**config.mk**
```make
export PLATFORM = sky130hd
export DESIGN_NAME = utf8_validating_decoder
export DESIGN_NICKNAME = d
export VERILOG_FILES = /design/src/u8vd_pkg.sv /design/src/utf8_validating_decoder.sv
export SDC_FILE = /design/constraint.sdc
export NUM_CORES = 1
export LEC_CHECK = 0
export BUFFER_PORTS_ARGS = -buffer_cell sky130_fd_sc_hd__buf_2
export CORE_UTILIZATION = 60
export CTS_CLUSTER_DIAMETER = 200
export CTS_CLUSTER_SIZE = 8
export DETAILED_ROUTE_END_ITERATION = 8
export PLACE_DENSITY = 0.79
export SLEW_MARGIN = 10
export SYNTH_ARGS = -nofsm -noshare
export SYNTH_HDL_FRONTEND = slang
export SYNTH_SLANG_ARGS = --single-unit
```
**constraint.sdc**
```tcl
create_clock -name clk_i -period 5.3 [get_ports clk_i]
set_input_delay 0.53 -clock clk_i [delete_from_list [all_inputs] [get_ports clk_i]]
set_output_delay 0.53 -clock clk_i [all_outputs]
set_load 0.05 [all_outputs]
```
**src/u8vd_pkg.sv**
```systemverilog
// Types and constants shared by the UTF-8 validating decoder.
`default_nettype none

package u8vd_pkg;

  // Command codes of an input beat.
  localparam logic CmdData = 1'b0;
  localparam logic CmdEnd  = 1'b1;

  // Bad-sequence handling modes; the fourth code behaves as ModeReport.
  localparam logic [1:0] ModeReport  = 2'd0;
  localparam logic [1:0] ModeReplace = 2'd1;
  localparam logic [1:0] ModeDrop    = 2'd2;

  localparam logic [20:0] ReplacementChar = 21'h00FFFD;

  // Lead byte limits and the RFC 3629 second-byte limits.
  localparam logic [7:0] LeadMin     = 8'hC2;
  localparam logic [7:0] LeadMax     = 8'hF4;
  localparam logic [7:0] Lead3Min    = 8'hE0;
  localparam logic [7:0] Lead4Min    = 8'hF0;
  localparam logic [7:0] LeadE0      = 8'hE0;
  localparam logic [7:0] LeadED      = 8'hED;
  localparam logic [7:0] LeadF0      = 8'hF0;
  localparam logic [7:0] LeadF4      = 8'hF4;
  localparam logic [7:0] SecondE0Min = 8'hA0;
  localparam logic [7:0] SecondEDMax = 8'h9F;
  localparam logic [7:0] SecondF0Min = 8'h90;
  localparam logic [7:0] SecondF4Max = 8'h8F;
  localparam logic [7:0] ContMin     = 8'h80;
  localparam logic [7:0] ContMax     = 8'hBF;

  // Depth of the result queue and its pointer and count widths.
  localparam int unsigned FifoDepth = 4;
  localparam int unsigned PtrW      = $clog2(FifoDepth);
  localparam int unsigned CntW      = $clog2(FifoDepth + 1);

  typedef enum logic [1:0] {
    ST_CHAR = 2'd0,
    ST_REPL = 2'd1,
    ST_ERR  = 2'd2,
    ST_END  = 2'd3
  } status_e;

  typedef struct packed {
    logic       command;
    logic [7:0] data_byte;
  } in_item_t;

  typedef struct packed {
    logic [20:0] code_point;
    status_e     status;
    logic        last;
  } out_item_t;

endpackage

`default_nettype wire

```
**src/utf8_validating_decoder.sv**
```systemverilog
// UTF-8 validating decoder: input register, sequence logic and result queue.
// A beat is captured in the input register; its results are then written into the result
// queue, from which they are offered, and a full queue can hold the beat in the register.
// Throughput: one byte per cycle while the four-entry result queue holds at most two
// results; only then does a beat leave the input register, as one beat may cause two.
// Reset clears the pending sequence and the queue and sets mode_q to report.
`default_nettype none

module utf8_validating_decoder (
  input  wire                       clk_i,
  input  wire                       rst_ni,
  input  wire                       cfg_we_i,
  input  wire  [1:0]                cfg_wdata_i,
  input  wire                       in_valid_i,
  output logic                      in_stall_o,
  input  wire u8vd_pkg::in_item_t   in_data_i,
  output logic                      out_valid_o,
  input  wire                       out_stall_i,
  output u8vd_pkg::out_item_t       out_data_o
);

  logic [1:0] mode_q;

  // Input register.
  logic                 in_vld_q, in_vld_d;
  u8vd_pkg::in_item_t   in_q;
  logic                 in_accept;
  logic                 adv;

  // Sequence state.
  logic [7:0] lead_q, lead_d;
  logic [7:0] second_q, second_d;
  logic [7:0] third_q, third_d;
  logic [1:0] held_q, held_d;

  // Result queue.
  u8vd_pkg::out_item_t                  fifo_q [u8vd_pkg::FifoDepth];
  logic [u8vd_pkg::PtrW-1:0]            head_q, head_d;
  logic [u8vd_pkg::PtrW-1:0]            tail_q, tail_d;
  logic [u8vd_pkg::CntW-1:0]            cnt_q, cnt_d;
  logic                                 out_pop;

  u8vd_pkg::out_item_t res0, res1, bad_res;
  logic [1:0]          nres;
  logic                bad_emits;
  logic [7:0]          b;
  logic                valid_seq;
  logic [20:0]         seq_cp;
  logic                second_ok;
  logic [2:0]          seq_len;

  assign adv        = in_vld_q && (cnt_q <= u8vd_pkg::CntW'(u8vd_pkg::FifoDepth - 2));
  assign in_stall_o = in_vld_q && !adv;
  assign in_accept  = in_valid_i && !in_stall_o;
  assign out_valid_o = (cnt_q != '0);
  assign out_data_o  = fifo_q[head_q];
  assign out_pop     = out_valid_o && !out_stall_i;

  always_comb begin
    in_vld_d = in_vld_q;
    if (in_accept) begin
      in_vld_d = 1'b1;
    end else if (adv) begin
      in_vld_d = 1'b0;
    end
  end

  always_ff @(posedge clk_i or negedge rst_ni) begin
    if (!rst_ni) begin
      mode_q   <= u8vd_pkg::ModeReport;
      in_vld_q <= 1'b0;
      lead_q   <= '0;
      second_q <= '0;
      third_q  <= '0;
      held_q   <= '0;
      head_q   <= '0;
      tail_q   <= '0;
      cnt_q    <= '0;
    end else begin
      if (cfg_we_i) begin
        mode_q <= cfg_wdata_i;
      end
      in_vld_q <= in_vld_d;
      lead_q   <= lead_d;
      second_q <= second_d;
      third_q  <= third_d;
      held_q   <= held_d;
      head_q   <= head_d;
      tail_q   <= tail_d;
      cnt_q    <= cnt_d;
    end
  end

  always_ff @(posedge clk_i) begin
    if (in_accept) begin
      in_q <= in_data_i;
    end
  end

  // Judging of a complete multi-byte sequence; b is its final byte.
  always_comb begin
    b = in_q.data_byte;
    if (lead_q >= u8vd_pkg::Lead4Min) begin
      seq_len = 3'd4;
    end else if (lead_q >= u8vd_pkg::Lead3Min) begin
      seq_len = 3'd3;
    end else begin
      seq_len = 3'd2;
    end

    second_ok = (second_q inside {[u8vd_pkg::ContMin:u8vd_pkg::ContMax]});
    if (lead_q == u8vd_pkg::LeadE0) begin
      second_ok = (second_q inside {[u8vd_pkg::SecondE0Min:u8vd_pkg::ContMax]});
    end else if (lead_q == u8vd_pkg::LeadED) begin
      second_ok = (second_q inside {[u8vd_pkg::ContMin:u8vd_pkg::SecondEDMax]});
    end else if (lead_q == u8vd_pkg::LeadF0) begin
      second_ok = (second_q inside {[u8vd_pkg::SecondF0Min:u8vd_pkg::ContMax]});
    end else if (lead_q == u8vd_pkg::LeadF4) begin
      second_ok = (second_q inside {[u8vd_pkg::ContMin:u8vd_pkg::SecondF4Max]});
    end

    case (seq_len)
      3'd2: begin
        valid_seq = (b[7:6] == 2'b10);
        seq_cp    = {10'd0, lead_q[4:0], b[5:0]};
      end
      3'd3: begin
        valid_seq = (b[7:6] == 2'b10) && second_ok;
        seq_cp    = {5'd0, lead_q[3:0], second_q[5:0], b[5:0]};
      end
      default: begin
        valid_seq = (b[7:6] == 2'b10) && (third_q[7:6] == 2'b10) && second_ok;
        seq_cp    = {lead_q[2:0], second_q[5:0], third_q[5:0], b[5:0]};
      end
    endcase
  end

  // Results and next sequence state for the beat in the input register.
  always_comb begin
    bad_emits = (mode_q != u8vd_pkg::ModeDrop);
    bad_res   = '{code_point: '0, status: u8vd_pkg::ST_ERR, last: 1'b0};
    if (mode_q == u8vd_pkg::ModeReplace) begin
      bad_res = '{code_point: u8vd_pkg::ReplacementChar, status: u8vd_pkg::ST_REPL,
                  last: 1'b0};
    end

    res0     = bad_res;
    res1     = '{code_point: '0, status: u8vd_pkg::ST_END, last: 1'b1};
    nres     = 2'd0;
    lead_d   = lead_q;
    second_d = second_q;
    third_d  = third_q;
    held_d   = held_q;

    if (adv) begin
      if (in_q.command == u8vd_pkg::CmdEnd) begin
        if (held_q != 2'd0 && bad_emits) begin
          nres = 2'd2;
        end else begin
          res0 = '{code_point: '0, status: u8vd_pkg::ST_END, last: 1'b0};
          nres = 2'd1;
        end
        lead_d   = '0;
        second_d = '0;
        third_d  = '0;
        held_d   = '0;
      end else if (held_q == 2'd0) begin
        if (!b[7]) begin
          res0 = '{code_point: {13'd0, b}, status: u8vd_pkg::ST_CHAR, last: 1'b0};
          nres = 2'd1;
        end else if (b inside {[u8vd_pkg::LeadMin:u8vd_pkg::LeadMax]}) begin
          lead_d = b;
          held_d = 2'd1;
        end else begin
          nres = {1'b0, bad_emits};
        end
      end else if ({1'b0, held_q} + 3'd1 < seq_len) begin
        if (held_q == 2'd1) begin
          second_d = b;
        end else begin
          third_d = b;
        end
        held_d = held_q + 2'd1;
      end else begin
        if (valid_seq) begin
          res0 = '{code_point: seq_cp, status: u8vd_pkg::ST_CHAR, last: 1'b0};
          nres = 2'd1;
        end else begin
          nres = {1'b0, bad_emits};
        end
        lead_d   = '0;
        second_d = '0;
        third_d  = '0;
        held_d   = '0;
      end
    end
    // The first result is the last one when it stands alone.
    res0.last = (nres == 2'd1);
  end

  // Result queue pointers.
  always_comb begin
    tail_d = tail_q + u8vd_pkg::PtrW'(nres);
    head_d = head_q + u8vd_pkg::PtrW'(out_pop);
    cnt_d  = cnt_q + u8vd_pkg::CntW'(nres) - u8vd_pkg::CntW'(out_pop);
  end

  always_ff @(posedge clk_i) begin
    if (nres != 2'd0) begin
      fifo_q[tail_q] <= res0;
    end
    if (nres == 2'd2) begin
      fifo_q[tail_q + u8vd_pkg::PtrW'(1)] <= res1;
    end
  end

  a_cnt_bound: assert property (@(posedge clk_i) disable iff (!rst_ni)
    cnt_q <= u8vd_pkg::CntW'(u8vd_pkg::FifoDepth))
    else $error("result queue count beyond its depth");

  a_lead_range: assert property (@(posedge clk_i) disable iff (!rst_ni)
    held_q != 2'd0 |-> (lead_q >= u8vd_pkg::LeadMin && lead_q <= u8vd_pkg::LeadMax))
    else $error("pending sequence has an invalid lead byte");

  a_held_len: assert property (@(posedge clk_i) disable iff (!rst_ni)
    (held_q != 2'd3 || lead_q >= u8vd_pkg::Lead4Min) &&
    (held_q != 2'd2 || lead_q >= u8vd_pkg::Lead3Min))
    else $error("more bytes held than the lead byte allows");

  a_end_clears: assert property (@(posedge clk_i) disable iff (!rst_ni)
    (adv && in_q.command == u8vd_pkg::CmdEnd) |=> (held_q == 2'd0))
    else $error("end marker did not clear the pending sequence");

  a_no_overflow: assert property (@(posedge clk_i) disable iff (!rst_ni)
    nres != 2'd0 |-> cnt_q <= u8vd_pkg::CntW'(u8vd_pkg::FifoDepth - 2))
    else $error("results pushed without room in the queue");

endmodule

`default_nettype wire

```
Word-level counts from Yosys, hierarchy flattened
Memories as Yosys holds them, arrays and structs flattened.
Index checks and enable logic that the tools add are counted.
{"block": "word_totals", "regBits": 45, "n_memories": 1, "input_bits": 16, "output_inout_bits": 26, "ramBits": 96, "elab_cells": 124}
{"block": "op_classes", "n_lt_le_gt_ge": 12, "reduce_logical": 26, "n_eq_ne": 19, "add_sub_neg": 7, "n_mux": 48}
{"name": "fifo_q", "depth": 4, "width": 24, "read_ports": 1, "rd_ports_with_merged_regs": 0, "wr": 2, "line": "utf8_validating_decoder.sv:37", "text": "u8vd_pkg::out_item_t fifo_q [u8vd_pkg::FifoDepth];"}
{"op": "$mux W24", "count": 7}
{"op": "$mux W8", "count": 13}
{"op": "$ge A8 B8 Y1 const B", "count": 6}
{"op": "$pmux W21 S2", "count": 1}
{"op": "$eq A8 B8 Y1 const B", "count": 4}
{"op": "$le A8 B8 Y1 const B", "count": 4}
{"op": "$mux W19", "count": 1}
{"op": "$mux W2", "count": 9}
{"op": "$mux W1", "count": 15}
{"op": "$logic_and A1 B1 Y1", "count": 14}
{"op": "$ne A3 B3 Y1 const B", "count": 3}
{"op": "$reduce_and A3 Y1", "count": 3}
{"op": "$eq A2 B1 Y1 const B", "count": 3}
{"op": "$eq A2 B2 Y1 const B", "count": 3}
{"op": "$eq A3 B2 Y1 const B", "count": 2}
{"op": "$ne A3 B2 Y1 const B", "count": 2}
{"op": "$reduce_bool A2 Y1", "count": 3}
{"op": "$add A2 B1 Y2 const B", "count": 2}
{"op": "$ne A2 B2 Y1 const B", "count": 2}
{"op": "$reduce_and A4 Y1", "count": 1}
{"op": "$add A2 B1 Y3 const B", "count": 1}
{"op": "$add A3 B2 Y3", "count": 1}
{"op": "$le A3 B2 Y1 const B", "count": 1}
{"op": "$logic_not A1 Y1", "count": 3}
{"op": "other kinds (8)", "count": 8}

Depth between registers and ports, before layout
Gate-level depths: netlist (run 1).
{"block": "logic_depth", "word_depth": 16, "depth_mapped": 18}

Least setup slack after synthesis (run 1)
No wires, ideal clock.
{"block": "synth_timing", "kind": "register to register", "startpoint": "reg lead_q[4]", "endpoint": "reg cnt_q[2] in the netlist's numbering", "setup_time_ns": 0.123, "t_arrival_ns": 3.893, "slack_ns": 1.284, "path_stages_with_launch": 18, "period_less_slack_ns": 4.016, "path_buffers": 3, "cell_sequence": "dfrtp_1 > clkbuf_1 > clkbuf_1 > nand2_1 > ha_1 > or4b_1 > o22a_1 > buf_2 > o2111ai_1 > nand3_1 > nand2_1 > ha_1 > inv_1 > ha_1 > inv_1 > fa_1 > xor2_1 > xnor2_1"}
{"block": "synth_via", "elab_chain_len": 14}
{"item": "from (decl)", "line": "utf8_validating_decoder.sv:31", "text": "logic [7:0] lead_q, lead_d;"}
{"item": "from (signal assigned)", "line": "utf8_validating_decoder.sv:84", "text": "lead_q <= lead_d;"}
{"item": "parallel branches: the longest is 8 deep, another holds $ge A8 B8 Y1"}
{"item": "$mux W1 (*)", "line": "utf8_validating_decoder.sv:177", "text": "end else if ({1'b0, held_q} + 3'd1 < seq_len) begin"}
{"item": "$mux W2 (*)", "line": "utf8_validating_decoder.sv:167", "text": "end else if (held_q == 2'd0) begin"}
{"item": "$mux W2 (*)", "line": "utf8_validating_decoder.sv:156", "text": "if (in_q.command == u8vd_pkg::CmdEnd) begin"}
{"item": "$mux W2 (*)", "line": "utf8_validating_decoder.sv:155", "text": "if (adv) begin"}
{"item": "$add A3 B2 Y3 (*)", "line": "utf8_validating_decoder.sv:205", "text": "cnt_d = cnt_q + u8vd_pkg::CntW'(nres) - u8vd_pkg::CntW'(out_pop);"}
{"item": "$sub A3 B1 Y3 (*)", "line": "utf8_validating_decoder.sv:205"}
{"item": "net cnt_d (one bit)", "line": "utf8_validating_decoder.sv:40", "text": "logic [u8vd_pkg::CntW-1:0] cnt_q, cnt_d;"}
{"item": "to (signal assigned)", "line": "utf8_validating_decoder.sv:90", "text": "cnt_q <= cnt_d;"}
{"item": "to (decl)", "line": "utf8_validating_decoder.sv:40"}
Mark *: on every way through the listed nets, which the timed path passes.
A chain may end at the register's enable or synchronous reset.

Final worst setup path (run 1)
Ends and elaborated chain as after synthesis.

==> summary.txt, run 1 <==
Placement
  • IO buf count: about 40
  • GPL Wtd Cong: approximately 0.89
  • HPWL Detailed: 10.10 mm

Flow run
  • Max-cap violations: 0

Route
  • WL per Instance: 19.16 um
  • Post-DR vias/cell: approximately 6.4
  • Vias: roughly 5000
  • Total iterations of the first detailed-routing run: 5
  • DR DRC count: 0
  • Initial drt markers: just over 400
  • Final ANT Viol Nets: 0
  • Final WL: ~15 mm

Synthesis
  • Yosys top cell area share: 30.48%
  • Syn Nets: 658
  • Post-synthesis sequential area ratio: around half
  • Commonest register cell after synthesis: dfxtp_1
  • Top-count cell post-synth: dfxtp_1
  • Synth Instances: 631
  • Yosys warns: 0
  • Post-synth top cells: dfxtp_1 (96), nand2_1 (68), o21ai_0 (66), a21oi_1 (65), dfrtp_1 (36)
  • Seq cells post-synth: 141
  • Avg Cell Area, Syn: 9.994 um^2
  • Distinct cells, synth: 53
  • Cell taking the most area after synthesis: dfxtp_1
  • Post-synthesis async set-or-reset flop share: 25.53%
  • Number of synthesized flops with an enable pin: 9
  • Synth area leaders: dfxtp_1 (30%), dfrtp_1 (14%), mux4_2 (8.6%)
  • Cell Area, Synth: 0.006306 mm^2

CTS
  • Postcts setup bufs: 0
  • H-tree depth: 4
  • Reg clk slew, reported paths: 0.06 ns
  • TritonCTS Buffers: 17
  • CTS Buffer Depth: 2
  • Sink Count: 141
  • CTS tree: yes
  • Post-CTS Hold Buffers: 0
  • CTS root buf: clkbuf_8
  • PostCTS Resize Cnt: 0
  • Worst skew pair latency: about 0.54 ns

Floorplan
  • Site Rows: 37
  • I/O pin count: 42
  • Die X-Extent: between 100 and 150 um
  • Core box area: 0.01028 mm^2
  • Starting density of the core: 61.36%
  • Total Die Area: 0.01092 mm^2
  • Die extent in y: 104.5 um

Timing
  • Final Cycle Share: between 80% and 90%
  • Final Skew: 0.01093 ns
  • Fmax: 0.2311 GHz
  • Setup TNS: 0 ns
  • Fin. Hold Viols: 0
  • Slew headroom: 14.73%
  • Endpoints failing setup: 0
  • Worst-Margin Slew: 1.268 ns
  • Slew Viols, Final: 0
  • Fin crit period: 4.326 ns
  • RSZ-0062 raised after global routing: no

GRT
  • First-pass GRT wire length: 25.54 mm
  • Gr ovfl total: 0
  • Vias in the first global route: 5167
  • Initial antenna violation count: 0
  • Total track usage: between 30% and 40%
  • Largest net degree at the start of global routing: just over 40

Worst setup path
  • Arr. time, crit path: 4.75 ns
  • Worst path required time: 5.72 ns
  • Critical Path Sink Type: flip-flop
  • R2R Setup Slk: 0.97 ns
  • Crit-path max FO: 16
  • CP Launch Type: flip-flop
  • Critical setup path kind: reg2reg

Power and ir drop
  • Worst VDD drop: 0.4627 mV
  • Pwr/cell area: 719.3 mW/mm^2
  • Pleak: 2.883 nW

Finish
  • Nets: ~680
  • Core Util, Final: a little over two thirds
  • # diodes: 0
  • Area growth from synthesis to layout: 14.25%
  • Layout cells sized above 1: 16.92%

Run status
  • Status: complete, no violations

Min path
  • Min-delay worst type: in2async
==> through the flow <==
| step | hold slack, ns | cells | power, mW | worst slack, ns | area [um^2] |
|---|---|---|---|---|---|
| after CTS | 0.08968 | 804 | 5.181 | 1.024 | 7204 |
| after detailed placement | 0.4434 | 772 | 3.889 | 1.040 | 6564 |
| after floorplan | 0.2344 | 631 | 3.408 | 1.284 | 6306 |
| final | 0.07576 | 804 | 5.182 | 0.9737 | 7204 |
| after global routing | 0.1306 | 804 | 5.474 | 0.7414 | 7204 |
| after global placement | 0.4397 | 772 | 3.800 | 1.257 | 6564 |
==> worst max-delay path, stage by stage, from the launching register on <==
cell and delay (ns):
dfrtp_1 0.76, nand2_1 0.33, ha_1 0.32, or4b_1 0.49, o22a_1 0.31, o2111ai_1 0.44
nand3_1 0.16, nand2_1 0.21, ha_1 0.26, inv_1 0.06, ha_1 0.14, inv_1 0.05
fa_1 0.38, xor2_1 0.16, xnor2_1 0.13
==> state kept, by name, summed over array words and instances, names as in the netlist <==
register,count
b,8
cnt_q,3
fifo_q,96
head_q,2
held_q,2
in_q,1
in_vld_q,1
lead_q,8
mode_q,2
second_q,8
tail_q,2
third_q,8
==> where the power goes <==
| part | switching [mW] | leakage, nW | internal [mW] |
|---|---|---|---|
| Combinational | 1.37 | 1.22 | 0.759 |
| Clock | 0.466 | 0.319 | 0.805 |
| Sequential | 0.299 | 1.34 | 1.49 |
| Total | 2.13 | 2.88 | 3.05 |
==> path summary, 6_finish.rpt <==
path / cells after the start / startpoint / to
setup / recovery: 14 / lead_q[4] / cnt_q[2]
hold / removal: 1 / rst_ni / cnt_q[1]
setup reg to reg: 14 / lead_q[4] / cnt_q[2]
hold reg to reg: 2 / fifo_q[0][23] / fifo_q[0][23]
max in group asynchronous: 1 / rst_ni / second_q[0]
min in group clk_i: 1 / in_data_i[5] / b[5]
==> layout make-up <==
cell class                 count  area (um^2)
sequential                   141         3093
fill                         768         3073
multi-input combinational    426         2968
clock buffer                  21        493.0
timing repair buffer          47        250.2
tap                          136        170.2
clock inverter                11        147.6
inverter                      22        82.58
==> routing by layer <==
layer  part of all wire (%)  global-route usage, %
met4                    2.4                  15.51
met3                    6.4                  8.208
met1                     43                  39.39
met2                     48                  47.40
met5                      0                      0
==> layout by cell type, fill, tap and decap left out, drive strengths merged, types with 3 or more instances in the layout <==
master / n
dfxtp: 96
o21ai: 74
nand2: 68
a21oi: 65
buf: 47
dfrtp: 36
nor2: 35
inv: 26
mux4: 24
clkbuf: 21
mux2i: 20
o2bb2ai: 18
a22o: 15
nor3: 12
ha: 10
edfxtp: 9
nand2b: 8
nor2b: 8
nand3: 7
o21a: 7
o221ai: 5
or3: 5
a21o: 4
and3: 4
clkinv: 4
o211ai: 3
xnor2: 3
a211oi: 3
bufinv: 3
==> cell families after synthesis <==
logic type	share of synthesized area, %
AO/OA/AOI/OAI	20.73
XOR/XNOR	0.6946
adder cells (fa/ha/maj)	2.302
buffers and inverters	4.008
flip-flops	49.05
multiplexers	12.10
AND/OR/NAND/NOR	11.11
Power figures use the tool's default switching activity.
==> inputs of run 2 (changes only) <==
Clock period 5.3 ns to 4.38 ns, I/O delays scaled along.
==> summary.txt, run 2 (synthesized netlist as in run 1, its figures left out) <==
Route
  • Total iterations of the first detailed-routing run: 5 (unchanged)
  • DR DRC count: 0 (unchanged)
  • Vias: 5100 (-0.60%)
  • Final WL: 15.49 mm (+0.56%)
  • WL per Instance: 19.17 um (about the same)
  • Post-DR vias/cell: 6.312 (-1.1%)
  • Initial drt markers: 529 (+29%)
  • Final ANT Viol Nets: 0 (unchanged)

CTS
  • Post-CTS Hold Buffers: 0 (unchanged)
  • CTS tree: yes
  • CTS root buf: clkbuf_8
  • Worst skew pair latency: 0.53 ns (about the same)
  • Postcts setup bufs: 0 (unchanged)
  • Reg clk slew, reported paths: 0.06 ns (about the same)
  • Sink Count: 141 (unchanged)
  • PostCTS Resize Cnt: 0 (unchanged)
  • TritonCTS Buffers: 17 (unchanged)
  • CTS Buffer Depth: 2 (unchanged)
  • H-tree depth: 4 (unchanged)

Worst setup path
  • R2R Setup Slk: 0.45 ns (-0.52 ns)
  • Crit-path cells: and3_1, nand2_1, inv_1, ha_1, or4b_1, o22a_1, o2111ai_1, buf_4, nand3_1, nand2_1, ha_1, inv_1, ha_1, inv_1, fa_1, xor2_1, xnor2_1
  • Reg2reg end: cnt_q[2]
  • WP buf/inv: 4 (+2)
  • Arr. time, crit path: 4.34 ns (-0.41 ns)
  • Worst setup path startpoint: lead_q[5]
  • Critical Path Sink Type: flip-flop
  • Critical setup path kind: reg2reg
  • Critical-path top delay cell: or4b_1
  • Worst path required time: 4.79 ns (-0.93 ns)
  • RR Startpoint: lead_q[5]
  • Crit path max-delay family: simple AND/OR/NAND/NOR gates
  • Max incr delay on CP: 0.54 ns (-0.22 ns)
  • CP Launch Type: flip-flop
  • Crit-path max FO: 10 (-6)
  • FF-to-FF path depth: 17 (+3)
  • CP endpoint: cnt_q[2]
  • WP depth: 17 (+3)

Timing
  • Final Skew: 0.005282 ns (-0.005647 ns)
  • Fmax: 0.2546 GHz (+10%)
  • Endpoints failing setup: 0 (unchanged)
  • Setup TNS: 0 ns (unchanged)
  • RSZ-0062 raised after global routing: no
  • Slew headroom: 20.75% (+6.0 points)
  • Worst-Margin Slew: 1.179 ns (-0.08957 ns)
  • Final Cycle Share: 89.67% (+8.0 points)
  • Fin crit period: 3.928 ns (-0.3987 ns)
  • Fin. Hold Viols: 0 (unchanged)
  • Slew Viols, Final: 0 (unchanged)
  • Worst Hold Margin: 0.001594 ns (-0.07416 ns)

Floorplan
  • I/O pin count: 42 (unchanged)
  • Core box area: 0.01028 mm^2 (unchanged)
  • Total Die Area: 0.01092 mm^2 (unchanged)
  • Starting density of the core: 61.36% (unchanged)
  • Die X-Extent: 104.5 um (unchanged)
  • Site Rows: 37 (unchanged)
  • Die extent in y: 104.5 um (unchanged)

Power and ir drop
  • Worst VDD drop: 0.5744 mV (+24%)
  • Pwr/cell area: 856.2 mW/mm^2 (+19%)
  • Pleak: 2.872 nW (-0.39%)

GRT
  • Largest net degree at the start of global routing: 41 (unchanged)
  • Initial antenna violation count: 0 (unchanged)
  • Total track usage: 30.58% (about the same)
  • Gr ovfl total: 0 (unchanged)
  • Vias in the first global route: 5060 (-2.1%)
  • First-pass GRT wire length: 25.70 mm (+0.62%)

Placement
  • HPWL Detailed: 10.06 mm (-0.36%)
  • GPL Wtd Cong: 0.8905 (+0.33%)
  • IO buf count: 41 (unchanged)

Finish
  • Largest register FFs: 96 (unchanged)
  • Nets: 687 (+0.73%)
  • Most common cell after layout, fill and taps aside: dfxtp_1
  • Most flops, register: fifo_q
  • Layout cells sized above 1: 17.26% (+0.35 points)
  • Most frequent cells in the layout: dfxtp_1 (96), nand2_1 (68), o21ai_0 (66)
  • Core Util, Final: 69.78% (-0.32 points)
  • Area growth from synthesis to layout: 13.73%
  • Filler cell count in the final layout: 787 (+2.5%)
  • # diodes: 0 (unchanged)

Flow run
  • Max-cap violations: 0 (unchanged)

Run status
  • Status: complete, no violations

Min path
  • Min-delay worst type: in2async
==> run 2: through the flow <==
stage / worst slack (ns) / cells / instance area, um^2 / power [mW]
floorplan: 0.3644 / 631 / 6306 / 4.124
global placement: 0.6372 / 777 / 6601 / 4.606
detailed placement: 0.5170 / 777 / 6601 / 4.717
CTS: 0.4930 / 808 / 7172 / 6.137
global route: 0.1276 / 808 / 7172 / 6.484
finish: 0.4524 / 808 / 7172 / 6.140
==> run 2: how the worst min path moves through the flow <==
| stage | startpoint | end | slack, ns | cells after the start |
|---|---|---|---|---|
| 2_1_floorplan | rst_ni | cnt_q[0] | 0.14 | 0 |
| 3_3_place_gp | fifo_q[0][6] | fifo_q[0][6] | 0.44 | 1 |
| 3_5_place_dp | fifo_q[2][10] | fifo_q[2][10] | 0.44 | 1 |
| 4_1_cts | rst_ni | in_vld_q | 0.009 | 1 |
| 5_1_grt | rst_ni | cnt_q[0] | 0.05 | 1 |
| 6_report | rst_ni | head_q[0] | 0.002 | 1 |
==> run 2: power breakdown <==
part           internal [mW]  switching [mW]  leakage, nW
clock                  0.854           0.541        0.284
sequential              1.80           0.395         1.34
combinational          0.929            1.62         1.25
total                   3.58            2.56         2.87
==> run 2: final cells by class <==
cell class              count  area, um^2  area share, %
well taps                 136       170.2          2.373
inverters                  22       82.58          1.151
multi-input cells         426        2968          41.38
clock buffers              21       460.4          6.420
clock inverters            10       110.1          1.535
flip-flops and latches    141        3093          43.13
repair buffers             52       287.8          4.013
==> run 2: layer usage <==
| metal | wire length (um) | up-vias | share of wire, % | GRT usage (%) |
|---|---|---|---|---|
| li1 | - | 2351 | - | - |
| met1 | 6415 | 2457 | 41 | 40.36 |
| met2 | 7412 | 257 | 48 | 47.97 |
| met3 | 1311 | 35 | 8.5 | 7.456 |
| met4 | 348 | 0 | 2.2 | 13.16 |
| met5 | 0 | - | 0 | 0 |
==> inputs of run 3 (changes only) <==
Settings changed: CORE_MARGIN set to 3, SETUP_SLACK_MARGIN set to 0.05.
==> summary.txt, run 3 (synthesized netlist as in run 1, its figures left out) <==
Run status
  • Status: complete, but fails checks
  • Failing checks: negative hold slack

Power and ir drop
  • Pwr/cell area: 868.1 mW/mm^2 (+1.4%)
  • Switching component of the power: 2.558 mW (about the same)
  • Tot Pwr: 6.283 mW (+2.3%)
  • Sequential group share of total power: 35.6% (about the same)
  • Worst VDD drop: 0.5478 mV (-4.6%)
  • Sw Share: 40.70% (-0.96 points)
  • Pleak: 2.907 nW (+1.2%)
  • Int Pwr: 3.726 mW (+4.0%)
  • Logic pwr share: 39.9% (-1.6 points)
  • Clock share of power: 24.4% (+1.7 points)

Floorplan
  • Total Die Area: 0.01178 mm^2 (+7.8%)
  • Core box area: 0.01000 mm^2 (-2.7%)
  • Die extent in y: 108.5 um (+3.8%)
  • I/O pin count: 42 (unchanged)
  • Site Rows: 36 (-2.7%)
  • Die X-Extent: 108.5 um (+3.8%)
  • Starting density of the core: 63.06% (+1.7 points)

Timing
  • Fin crit period: 3.883 ns (-0.04484 ns)
  • Final Skew: 0.009068 ns (+0.003785 ns)
  • Worst Hold Margin: -0.001936 ns (-0.003530 ns)
  • Worst-Margin Slew: 1.177 ns (-0.001995 ns)
  • Slew headroom: 20.89% (+0.13 points)
  • Final worst slack: 0.4973 ns (+0.04484 ns)
  • Fin. Hold Viols: 6 (+6)
  • Final Cycle Share: 88.65% (-1.0 points)
  • Fmax: 0.2575 GHz (+1.2%)
  • Setup TNS: 0 ns (unchanged)
  • Slew Viols, Final: 0 (unchanged)
  • Endpoints failing setup: 0 (unchanged)
  • RSZ-0062 raised after global routing: no

GRT
  • Initial antenna violation count: 0 (unchanged)
  • Gr ovfl total: 0 (unchanged)
  • First-pass GRT wire length: 25.79 mm (+0.38%)
  • Total track usage: 28.80% (-1.8 points)
  • Largest net degree at the start of global routing: 37 (-9.8%)
  • Vias in the first global route: 5035 (-0.49%)

CTS
  • CTS tree: yes
  • CTS root buf: clkbuf_8
  • H-tree depth: 4 (unchanged)
  • Sink Count: 141 (unchanged)
  • Worst skew pair latency: 0.53 ns (about the same)
  • Postcts setup bufs: 0 (unchanged)
  • TritonCTS Buffers: 17 (unchanged)
  • Reg clk slew, reported paths: 0.06 ns (about the same)
  • Post-CTS Hold Buffers: 0 (unchanged)
  • PostCTS Resize Cnt: 0 (unchanged)
  • CTS Buffer Depth: 2 (unchanged)

Min path
  • Min-delay worst type: in2async

Placement
  • Placed Area: 0.006605 mm^2 (about the same)
  • HPWL Detailed: 10.67 mm (+6.1%)
  • GPL Wtd Cong: 0.8887 (-0.20%)
  • Placed Cells incl. Taps: 775 (-0.26%)
  • Setup WS pre-CTS: 0.5752 ns (+0.05813 ns)
  • IO buf count: 41 (unchanged)

Worst setup path
  • Critical Path Sink Type: flip-flop
  • RR Startpoint: lead_q[5]
  • Worst path required time: 4.80 ns (about the same)
  • CP Launch Type: flip-flop
  • WP depth: 16 (-1)
  • Crit-path cells: and3_1, nand2_1, inv_1, ha_1, or4b_1, o22a_1, a32oi_1, nand3_1, nand2_1, ha_1, inv_1, ha_1, inv_1, fa_1, xor2_1, xnor2_1
  • Crit-path max FO: 8 (-2)
  • WP buf/inv: 3 (-1)
  • Arr. time, crit path: 4.30 ns (-0.04 ns)
  • Critical-path top delay cell: or4b_1
  • Worst setup path startpoint: lead_q[5]
  • Crit path max-delay family: simple AND/OR/NAND/NOR gates
  • Max incr delay on CP: 0.53 ns (about the same)
  • FF-to-FF path depth: 16 (-1)
  • Critical setup path kind: reg2reg

Finish
  • Layout cells sized above 1: 17.51% (+0.25 points)
  • Area growth from synthesis to layout: 14.78%
  • Most flops, register: fifo_q
  • Post-route cell area: 0.007238 mm^2 (+0.92%)
  • Most frequent cells in the layout: dfxtp_1 (96), nand2_1 (68), o21ai_0 (66)
  • Nets: 688 (+0.15%)
  • Largest register FFs: 96 (unchanged)
  • # diodes: 0 (unchanged)
  • Most common cell after layout, fill and taps aside: dfxtp_1
  • Final non-filler cell total: 807 (-0.12%)
  • Filler cell count in the final layout: 735 (-6.6%)
  • Core Util, Final: 72.38% (+2.6 points)

Route
  • Post-DR vias/cell: 6.223 (-1.4%)
  • Final ANT Viol Nets: 0 (unchanged)
  • Initial drt markers: 362 (-32%)
  • Total iterations of the first detailed-routing run: 6 (+1)
  • Vias: 5022 (-1.5%)
  • DR DRC count: 0 (unchanged)
  • WL per Instance: 19.47 um (+1.6%)
  • Final WL: 15.72 mm (+1.5%)

Flow run
  • Max-cap violations: 0 (unchanged)
-- run 3: changes by cell type in the layout (fill, tap and decap cells not counted), sizes merged --
cell / delta
clkinv: +1
clkbuf: +1
clkinvlp: -1
buf: +1
bufinv: +2
inv: -2
-- run 3: cell type report --
type | instances | area, um^2 | area share [%]
flip-flops and latches | 141 | 3093 | 42.73
well taps | 133 | 166.4 | 2.299
inverters | 22 | 82.58 | 1.141
clock inverters | 10 | 158.9 | 2.195
clock buffers | 22 | 474.2 | 6.551
repair buffers | 53 | 295.3 | 4.080
multi-input cells | 426 | 2968 | 41.00
-- run 3: per-layer routing --
| metal | global-route usage, % | wire length (um) |
|---|---|---|
| met2 | 47.75 | 7877 |
| met1 | 36.23 | 6373 |
| met5 | 0 | 0 |
| met3 | 6.866 | 1125 |
| met4 | 11.99 | 340 |
-- run 3: path summary, 6_finish.rpt --
kind | end | slack (ns)
setup reg to reg | cnt_q[2] | 0.50
hold / removal | cnt_q[0] | -0.002
setup / recovery | cnt_q[2] | 0.50
min in group clk_i | b[1] | 0.08
hold reg to reg | fifo_q[2][23] | 0.46
max in group asynchronous | second_q[3] | 3.86
-- run 3: power groups by stage --
stage | clock [mW] | combinational [mW] | sequential [mW]
after floorplan | 0 | 2.12 | 2.01
after global placement | 0 | 2.41 | 2.21
after detailed placement | 0 | 2.49 | 2.24
after CTS | 1.54 | 2.51 | 2.23
after global routing | 1.60 | 2.72 | 2.31
final | 1.54 | 2.51 | 2.24
